<file path="src/rtl/crgb_pkg.sv">
// shared types and constants of the coordinate range to rgb block
`timescale 1ns / 1ps

package crgb_pkg;

  // command carried in tuser
  typedef enum logic [1:0] {
    CMD_CLEAR   = 2'd0,
    CMD_MEASURE = 2'd1,
    CMD_COLOR   = 2'd2
  } cmd_e;

  // sequencer states
  typedef enum logic [1:0] {
    ST_IDLE,
    ST_PREP,
    ST_DIV,
    ST_DONE
  } state_e;

  localparam int unsigned NUM_AXES   = 3;
  localparam int unsigned COLOR_BITS = 8;
  localparam int unsigned STEP_CNT_W = 3;
  localparam logic [COLOR_BITS-1:0] COLOR_FULL = 8'd255;
  localparam logic [STEP_CNT_W-1:0] STEP_LAST  = 3'd7;

endpackage

</file>
<file path="src/rtl/coordinate_range_to_rgb.sv">
// min-max normalization of 3-d coordinates to rgb bytes, radix-2 serial dividers
//
//  channel  | direction | tdata                         | tuser
//  ---------+-----------+-------------------------------+-------------
//  s_axis   | in        | x_coord, y_coord, z_coord     | command
//  m_axis   | out       | red, green, blue              | -
//
// clear and measure transactions complete in the idle state and produce no output.
// a color transaction passes these steps from acceptance to the next acceptance:
// registering the offsets, setting up the dividend, eight radix-2 steps of
// the three per-axis dividers (one quotient bit each per cycle), and loading
// the output register, which waits while a held result sees m_axis_tready low.
// reset clears the range registers to zero and the output valid.
`timescale 1ns / 1ps

module coordinate_range_to_rgb #(
  parameter int unsigned COORD_WIDTH = 16,
  localparam int unsigned IN_DATA_W  = ((3 * COORD_WIDTH + 7) / 8) * 8
) (
  input  logic                 clk_i,
  input  logic                 rst_ni,
  input  logic                 s_axis_tvalid,
  output logic                 s_axis_tready,
  input  logic [IN_DATA_W-1:0] s_axis_tdata,  // x_coord, y_coord, z_coord, zero fill
  input  logic [1:0]           s_axis_tuser,  // command
  output logic                 m_axis_tvalid,
  input  logic                 m_axis_tready,
  output logic [23:0]          m_axis_tdata   // red, green, blue
);

  localparam int unsigned NA = crgb_pkg::NUM_AXES;
  localparam int unsigned CB = crgb_pkg::COLOR_BITS;

  // control state
  crgb_pkg::state_e                        state_q, state_d;
  logic [crgb_pkg::STEP_CNT_W-1:0]         cnt_q, cnt_d;
  logic                                    m_valid_q, m_valid_d;
  logic                                    accept;
  crgb_pkg::cmd_e                          cmd;

  // per-axis range
  logic signed [COORD_WIDTH-1:0] coord [NA];
  logic signed [COORD_WIDTH-1:0] lo_q [NA], lo_d [NA];
  logic signed [COORD_WIDTH-1:0] hi_q [NA], hi_d [NA];

  // per-axis divider datapath
  logic signed [COORD_WIDTH:0]   off_q [NA], off_d [NA];
  logic [COORD_WIDTH-1:0]        span_q [NA], span_d [NA];
  logic [COORD_WIDTH-1:0]        rem_q [NA], rem_d [NA];
  logic [CB-1:0]                 sh_q [NA], sh_d [NA];
  logic                          zero_q [NA], zero_d [NA];
  logic                          sat_q [NA], sat_d [NA];
  logic [CB-1:0]                 color_q [NA], color_d [NA];

  // per-axis temporaries
  logic [COORD_WIDTH:0]          span_full [NA];
  logic [COORD_WIDTH+CB-1:0]     prod [NA];
  logic [COORD_WIDTH+1:0]        trial [NA];

  // unpack coordinates
  assign coord[0] = s_axis_tdata[COORD_WIDTH-1:0];
  assign coord[1] = s_axis_tdata[2*COORD_WIDTH-1:COORD_WIDTH];
  assign coord[2] = s_axis_tdata[3*COORD_WIDTH-1:2*COORD_WIDTH];

  assign cmd           = crgb_pkg::cmd_e'(s_axis_tuser);
  assign s_axis_tready = (state_q == crgb_pkg::ST_IDLE);
  assign accept        = s_axis_tvalid && s_axis_tready;
  assign m_axis_tvalid = m_valid_q;
  assign m_axis_tdata  = {color_q[2], color_q[1], color_q[0]};

  // sequencer and per-axis datapath
  always_comb begin
    state_d   = state_q;
    cnt_d     = cnt_q;
    m_valid_d = m_valid_q && !m_axis_tready;
    for (int a = 0; a < NA; a++) begin
      lo_d[a]      = lo_q[a];
      hi_d[a]      = hi_q[a];
      off_d[a]     = off_q[a];
      span_d[a]    = span_q[a];
      rem_d[a]     = rem_q[a];
      sh_d[a]      = sh_q[a];
      zero_d[a]    = zero_q[a];
      sat_d[a]     = sat_q[a];
      color_d[a]   = color_q[a];
      span_full[a] = {hi_q[a][COORD_WIDTH-1], hi_q[a]} - {lo_q[a][COORD_WIDTH-1], lo_q[a]};
      prod[a]      = {off_q[a][COORD_WIDTH-1:0], {CB{1'b0}}}
                   - {{CB{1'b0}}, off_q[a][COORD_WIDTH-1:0]};
      trial[a]     = {1'b0, rem_q[a], sh_q[a][CB-1]} - {2'b00, span_q[a]};
    end

    case (state_q)
      crgb_pkg::ST_IDLE: begin
        if (accept) begin
          case (cmd)
            crgb_pkg::CMD_CLEAR: begin
              for (int a = 0; a < NA; a++) begin
                lo_d[a] = '0;
                hi_d[a] = '0;
              end
            end
            crgb_pkg::CMD_MEASURE: begin
              for (int a = 0; a < NA; a++) begin
                if (coord[a] < lo_q[a]) lo_d[a] = coord[a];
                if (coord[a] > hi_q[a]) hi_d[a] = coord[a];
              end
            end
            crgb_pkg::CMD_COLOR: begin
              // offset from the minimum and width of the range
              for (int a = 0; a < NA; a++) begin
                off_d[a]  = {coord[a][COORD_WIDTH-1], coord[a]}
                          - {lo_q[a][COORD_WIDTH-1], lo_q[a]};
                span_d[a] = span_full[a][COORD_WIDTH-1:0];
              end
              state_d = crgb_pkg::ST_PREP;
            end
            default: ;
          endcase
        end
      end

      crgb_pkg::ST_PREP: begin
        // special cases and dividend off * 255, split into remainder and shift bits
        for (int a = 0; a < NA; a++) begin
          zero_d[a] = (span_q[a] == '0) || off_q[a][COORD_WIDTH] || (off_q[a] == '0);
          sat_d[a]  = (off_q[a] >= $signed({1'b0, span_q[a]}));
          rem_d[a]  = prod[a][COORD_WIDTH+CB-1:CB];
          sh_d[a]   = prod[a][CB-1:0];
        end
        cnt_d   = '0;
        state_d = crgb_pkg::ST_DIV;
      end

      crgb_pkg::ST_DIV: begin
        // one restoring step per axis, quotient bits enter from the right
        for (int a = 0; a < NA; a++) begin
          if (!trial[a][COORD_WIDTH+1]) begin
            rem_d[a] = trial[a][COORD_WIDTH-1:0];
            sh_d[a]  = {sh_q[a][CB-2:0], 1'b1};
          end else begin
            rem_d[a] = {rem_q[a][COORD_WIDTH-2:0], sh_q[a][CB-1]};
            sh_d[a]  = {sh_q[a][CB-2:0], 1'b0};
          end
        end
        cnt_d = cnt_q + 1'b1;
        if (cnt_q == crgb_pkg::STEP_LAST) state_d = crgb_pkg::ST_DONE;
      end

      crgb_pkg::ST_DONE: begin
        // load the output register once it is free
        if (!m_valid_q || m_axis_tready) begin
          for (int a = 0; a < NA; a++) begin
            if (zero_q[a])     color_d[a] = '0;
            else if (sat_q[a]) color_d[a] = crgb_pkg::COLOR_FULL;
            else               color_d[a] = sh_q[a];
          end
          m_valid_d = 1'b1;
          state_d   = crgb_pkg::ST_IDLE;
        end
      end

      default: state_d = crgb_pkg::ST_IDLE;
    endcase
  end

  // control and range registers
  always_ff @(posedge clk_i or negedge rst_ni) begin
    if (!rst_ni) begin
      state_q   <= crgb_pkg::ST_IDLE;
      cnt_q     <= '0;
      m_valid_q <= 1'b0;
      for (int a = 0; a < NA; a++) begin
        lo_q[a] <= '0;
        hi_q[a] <= '0;
      end
    end else begin
      state_q   <= state_d;
      cnt_q     <= cnt_d;
      m_valid_q <= m_valid_d;
      for (int a = 0; a < NA; a++) begin
        lo_q[a] <= lo_d[a];
        hi_q[a] <= hi_d[a];
      end
    end
  end

  // divider and output payload registers
  always_ff @(posedge clk_i) begin
    for (int a = 0; a < NA; a++) begin
      off_q[a]   <= off_d[a];
      span_q[a]  <= span_d[a];
      rem_q[a]   <= rem_d[a];
      sh_q[a]    <= sh_d[a];
      zero_q[a]  <= zero_d[a];
      sat_q[a]   <= sat_d[a];
      color_q[a] <= color_d[a];
    end
  end

endmodule

</file>
<file path="config.mk">
export PLATFORM = sky130hd
export DESIGN_NAME = coordinate_range_to_rgb
export DESIGN_NICKNAME = d
export VERILOG_FILES = /design/src/rtl/crgb_pkg.sv /design/src/rtl/coordinate_range_to_rgb.sv
export SDC_FILE = /design/constraint.sdc
export NUM_CORES = 1
export LEC_CHECK = 0
export ABC_AREA = 1
export BUFFER_PORTS_ARGS = -buffer_cell sky130_fd_sc_hd__buf_2
export CORE_ASPECT_RATIO = 0.75
export CORE_MARGIN = 2
export CORE_UTILIZATION = 47
export DETAILED_ROUTE_END_ITERATION = 10
export PLACE_DENSITY_LB_ADDON = 0.25
export SYNTH_ARGS = -nofsm -noshare
export SYNTH_HDL_FRONTEND = slang
export SYNTH_SLANG_ARGS = --single-unit
</file>
<file path="constraint.sdc">
create_clock -name clk_i -period 5.05 [get_ports clk_i]
set_clock_uncertainty 0.1 [all_clocks]
set_input_delay 1.01 -clock clk_i [delete_from_list [all_inputs] [get_ports clk_i]]
set_output_delay 1.01 -clock clk_i [all_outputs]
set_load 0.005 [all_outputs]
</file>
Word level (Yosys, flattened, before mapping)
Memory sizes are Yosys's and may differ from the RTL's.
Index checks and enable logic that the tools add are counted.
{"block": "totals", "reg_bits": 102, "ram_bits": 201, "inputBits": 54, "out_inout_bits": 26, "mem_count": 7}
{"block": "op_classes", "addsub": 13, "order_cmp": 9, "eq_ne": 16, "muxes": 40, "n_reduce_logical": 28}
{"memory": "off_q", "words": 3, "word_bits": 17, "rd": 3, "rd_clocked_by_memory_dff": 0, "wr": 3, "line": "coordinate_range_to_rgb.sv:47", "text": "logic signed [COORD_WIDTH:0] off_q [NA], off_d [NA];"}
{"memory": "rem_q", "words": 3, "word_bits": 16, "rd": 3, "rd_clocked_by_memory_dff": 0, "wr": 3, "line": "coordinate_range_to_rgb.sv:49", "text": "logic [COORD_WIDTH-1:0] rem_q [NA], rem_d [NA];"}
{"memory": "span_q", "words": 3, "word_bits": 16, "rd": 3, "rd_clocked_by_memory_dff": 0, "wr": 3, "line": "coordinate_range_to_rgb.sv:48", "text": "logic [COORD_WIDTH-1:0] span_q [NA], span_d [NA];"}
{"memory": "color_q", "words": 3, "word_bits": 8, "rd": 3, "rd_clocked_by_memory_dff": 0, "wr": 3, "line": "coordinate_range_to_rgb.sv:53", "text": "logic [CB-1:0] color_q [NA], color_d [NA];"}
{"memory": "sh_q", "words": 3, "word_bits": 8, "rd": 3, "rd_clocked_by_memory_dff": 0, "wr": 3, "line": "coordinate_range_to_rgb.sv:50", "text": "logic [CB-1:0] sh_q [NA], sh_d [NA];"}
{"memory": "sat_q", "words": 3, "word_bits": 1, "rd": 3, "rd_clocked_by_memory_dff": 0, "wr": 3, "line": "coordinate_range_to_rgb.sv:52", "text": "logic sat_q [NA], sat_d [NA];"}
{"memory": "+1 memories"}
{"op": "48-bit case mux with 2 select lines", "count": 3}
{"op": "51-bit two-way mux", "count": 3}
{"op": "16-bit two-way mux", "count": 9}
{"op": "48-bit two-way mux", "count": 3}
{"op": "24-bit by 16-bit subtractor with 24-bit output", "count": 3}
{"op": "17-bit by 16-bit subtractor with 18-bit output", "count": 3}
{"op": "17-bit greater-or-equal comparator", "count": 3}
{"op": "17-bit logical NOT", "count": 3}
{"op": "16-bit by 16-bit subtractor with 17-bit output", "count": 3}
{"op": "16-bit greater-than comparator", "count": 3}
{"op": "16-bit logical NOT", "count": 3}
{"op": "16-bit less-than comparator", "count": 3}
{"op": "24-bit two-way mux", "count": 2}
{"op": "8-bit two-way mux", "count": 6}
{"op": "24-bit case mux with 2 select lines", "count": 1}
{"op": "16-bit subtractor", "count": 3}
{"op": "4-bit AND reduction", "count": 7}
{"op": "2-bit != test, second input constant", "count": 8}
{"op": "2-bit two-way mux", "count": 4}
{"op": "2-bit case mux with 4 select lines", "count": 1}
{"op": "1-bit logical OR", "count": 7}
{"op": "2-bit equality test, second input constant", "count": 3}
{"op": "3-bit two-way mux", "count": 2}
{"op": "3-bit case mux with 2 select lines", "count": 1}
{"op": "9 further kinds", "count": 19}

Depth between registers and ports, before layout
{"block": "logic_depth", "depth_word": 4, "ltp_mapped": 18, "mapped_depth_nobuf": 17}

Least setup slack after synthesis
No wires, ideal clock.
{"block": "synth_timing", "path_type": "input -> register", "start": "in s_axis_tuser[0]", "end": "mem off_q[0][0] (netlist bit), enable pin", "arrival_ns": 5.321, "path_slack_ns": -0.930, "stages": 3, "cell_sequence": "inv_1 > nand2_1 > nor2_1"}
{"element": "start, declared", "line": "coordinate_range_to_rgb.sv:25", "text": "input logic [1:0] s_axis_tuser,"}
{"element": "end, declared", "line": "coordinate_range_to_rgb.sv:47"}

==> flow_summary.yaml <==
cts:
  clk_latency_ps: 560
  cts_sinks: 303
  cts_setup_buffers: 0
  tritoncts: "yes"
  root_buffer: "clkbuf_16"
  ctsHoldBuffers: 0
  cts.clk_slew.worst_paths_ps: 60
  cts_buffer_depth: 3
  ctsResizeCount: 0
  ctsHtreeMaxLevel: 2
  cts_buffers: 36
setup_path:
  required_ps: 5260
  cp-endpoint: "rem_q[0][40]"
  worst-path-max-fanout: 32
  crit_type: "reg2reg"
  timing.rr.end: "rem_q[0][40]"
  crit_path_start_kind: "register"
  crit_arrival_ps: 3340
  rr_worst_depth: 8
  reg2reg_from: "rem_q[0][43]"
  r2r_slack_ps: 1910
  end_kind: "register"
  critPathLaunch: "rem_q[0][43]"
routing:
  drt_pass1_iterations: 10
  wl_per_cell_um: 16.3
  drtIter0Drc: 2075
  ant_nets: 0
  vias: 21200
  vias_per_cell: 5.25
  drt_wl_total_mm: 65.7
  drc: 0
global_routing:
  grt_usage_pct: 24.3
  grt_pass1_vias: 19148
  grt-ovfl-total: 0
  antenna_found_initial: 1
  grt_first_pass_wirelength_mm: 105
  grt_max_degree: 82
sta:
  rsz0062_at_grt: "no"
  period_minus_slack_ps: 3140
  fmax_mhz: 319
  period_share_pct: 62.1
  slew_violations: 0
  slew-limit-headroom_pct: 34.7
  finalHoldViolations: 0
  tightest_slew_ps: 976
  setup_viol: 0
  setup-tns-final_ps: 0
die:
  die_x_um: 269
  die_area_um2: 54400
  row_count: 72
  die_h_um: 202
  start_util_pct: 47.7
  coreArea_um2: 51700
  io_pins: 80
hold_path:
  hold_class: "reg2reg"
  hold_start: "lo_q[7]"
synth:
  synth.cell_area_um2: 24700
  async_reset_ff_share_pct: 33.7
  yosys_register_bits: 303
  ys_seq_area_share_pct: 34.8
  syn_nets: 3574
  synthAdderAreaFrac_pct: 14.6
  yosys_warnings: 0
  syn-instance-count: 3238
  muxShareOfSynthArea_pct: 0
  synth_top_family_by_area: "simple AND/OR/NAND/NOR gates"
  yosys.area_share.simple_pct: 25.9
  syn_area_per_cell_um2: 7.62
  synth_edf_count: 201
  synth_xor_area_share_pct: 4.54
  synth_ff_type: "edfxtp_1"
  synth.distinct_cells: 54
  synth-compound-area-share_pct: 11.1
power:
  power.density_nw_per_um2: 637
  peakVddDrop_mv: 0.342
  cellLeakagePower_uw: 0.0133
  finalPower_uw: 17200
finish:
  n_fill_cell: 5025
  drive_gt1_share_pct: 6.86
  syn_to_final_growth_pct: 9.29
  final_cell_mix: "nand2_1 (767), inv_1 (499), ha_1 (271)"
  final_nets: 3644
  final_common_cell: "nand2_1"
  multi_input_area_um2: 13900
  num_antenna_cells: 0
  regArea_um2: 8590
flow_run:
  cap_violations: 0
placed_design:
  io_buffer_count: 79
  hpwl_mm: 51.7
  gp_congestion: 0.970
status:
  status: "completed"
-- where the power goes --
part | internal (uW) | leakage (uW) | switching, uW
Clock | 1570 | 0.000573 | 1110
Sequential | 4210 | 0.00326 | 646
Combinational | 3450 | 0.00950 | 6180
-- kinds of logic after synthesis --
group,after synthesis
DFF,303
xor gates and xnor gates,128
adders and majority gates,282
and+or+nand+nor,1472
buffers and inverters,566
AOI/OAI and AO/OA,487
-- synth_stat cells (9+ instances only) --
cell type,number,area [um2]
inv_1,499,1870
o21ai_0,119,596
nor4_1,23,144
ha_1,273,3420
nand2_1,767,2880
dfrtp_1,102,2550
nor2_1,257,965
xnor2_1,43,377
fa_1,9,180
clkbuf_1,26,97.6
or2_1,10,62.6
nand2_2,31,194
buf_2,11,55.1
nand4_1,41,257
a21oi_1,228,1140
a31oi_1,13,81.3
nand3_1,264,1320
a21o_1,32,240
edfxtp_1,201,6040
xor2_1,85,744
nor3_1,29,145
o21bai_1,25,188
o21ai_1,22,110
-- area by class of cell --
type | instances | share of cell area, %
Multi-Input combinational cell | 2369 | 51.5
Sequential cell | 303 | 31.9
Inverter | 506 | 7.05
Clock buffer | 44 | 3.57
Tap cell | 703 | 3.26
Timing Repair Buffer | 92 | 1.93
Clock inverter | 22 | 0.854
-- metrics by stage --
| step | hold slack (ps) | setup WS [ps] | instances | area, um2 | utilization [%] |
|---|---|---|---|---|---|
| 2_1_floorplan | 342 | 753 | 3238 | 24700 | - |
| 3_3_place_gp | 354 | 1920 | 3973 | 25800 | 49.8 |
| 3_5_place_dp | 358 | 1870 | 3973 | 25800 | 49.8 |
| 4_1_cts | 374 | 1970 | 4039 | 27000 | 52.1 |
| 5_1_grt | 391 | 1560 | 4039 | 27000 | 52.1 |
| 6_report | 370 | 1910 | 4039 | 27000 | 52.1 |
-- routing by layer --
metal,share of wire (%),vias to the layer above,track usage (%)
met5,0,-,0
met4,1.3,0,4.68
met3,10,64,5.03
met2,36,757,30.7
met1,52,9500,41.1
li1,-,10879,-
-- worst max-delay path, cell delays in order, from the launching register on --
cell and delay, ps:
edfxtp_1 420, ha_1 360, a21oi_1 290, a21oi_1 110
nor2_1 140, nand3_1 700, or2_2 590, nand3_1 100
nand2_1 60
-- sequential cells by signal, summed over array words and instances, names as in the netlist --
name / cells
zero_q: 3
cnt_q: 3
lo_q: 48
off_q: 51
sh_q: 24
span_q: 48
sat_q: 3
color_q: 24
rem_q: 48
m_axis_tvalid: 1
state_q: 2
hi_q: 48
-- worst min-delay path by stage --
stage | end | slack [ps] | cells past startpoint
5_1_grt | lo_q[7] | 390 | 2
2_1_floorplan | lo_q[10] | 340 | 2
4_1_cts | lo_q[7] | 370 | 2
6_report | lo_q[7] | 370 | 2
3_3_place_gp | lo_q[28] | 350 | 2
3_5_place_dp | lo_q[7] | 360 | 2
Power figures use the tool's default switching activity.
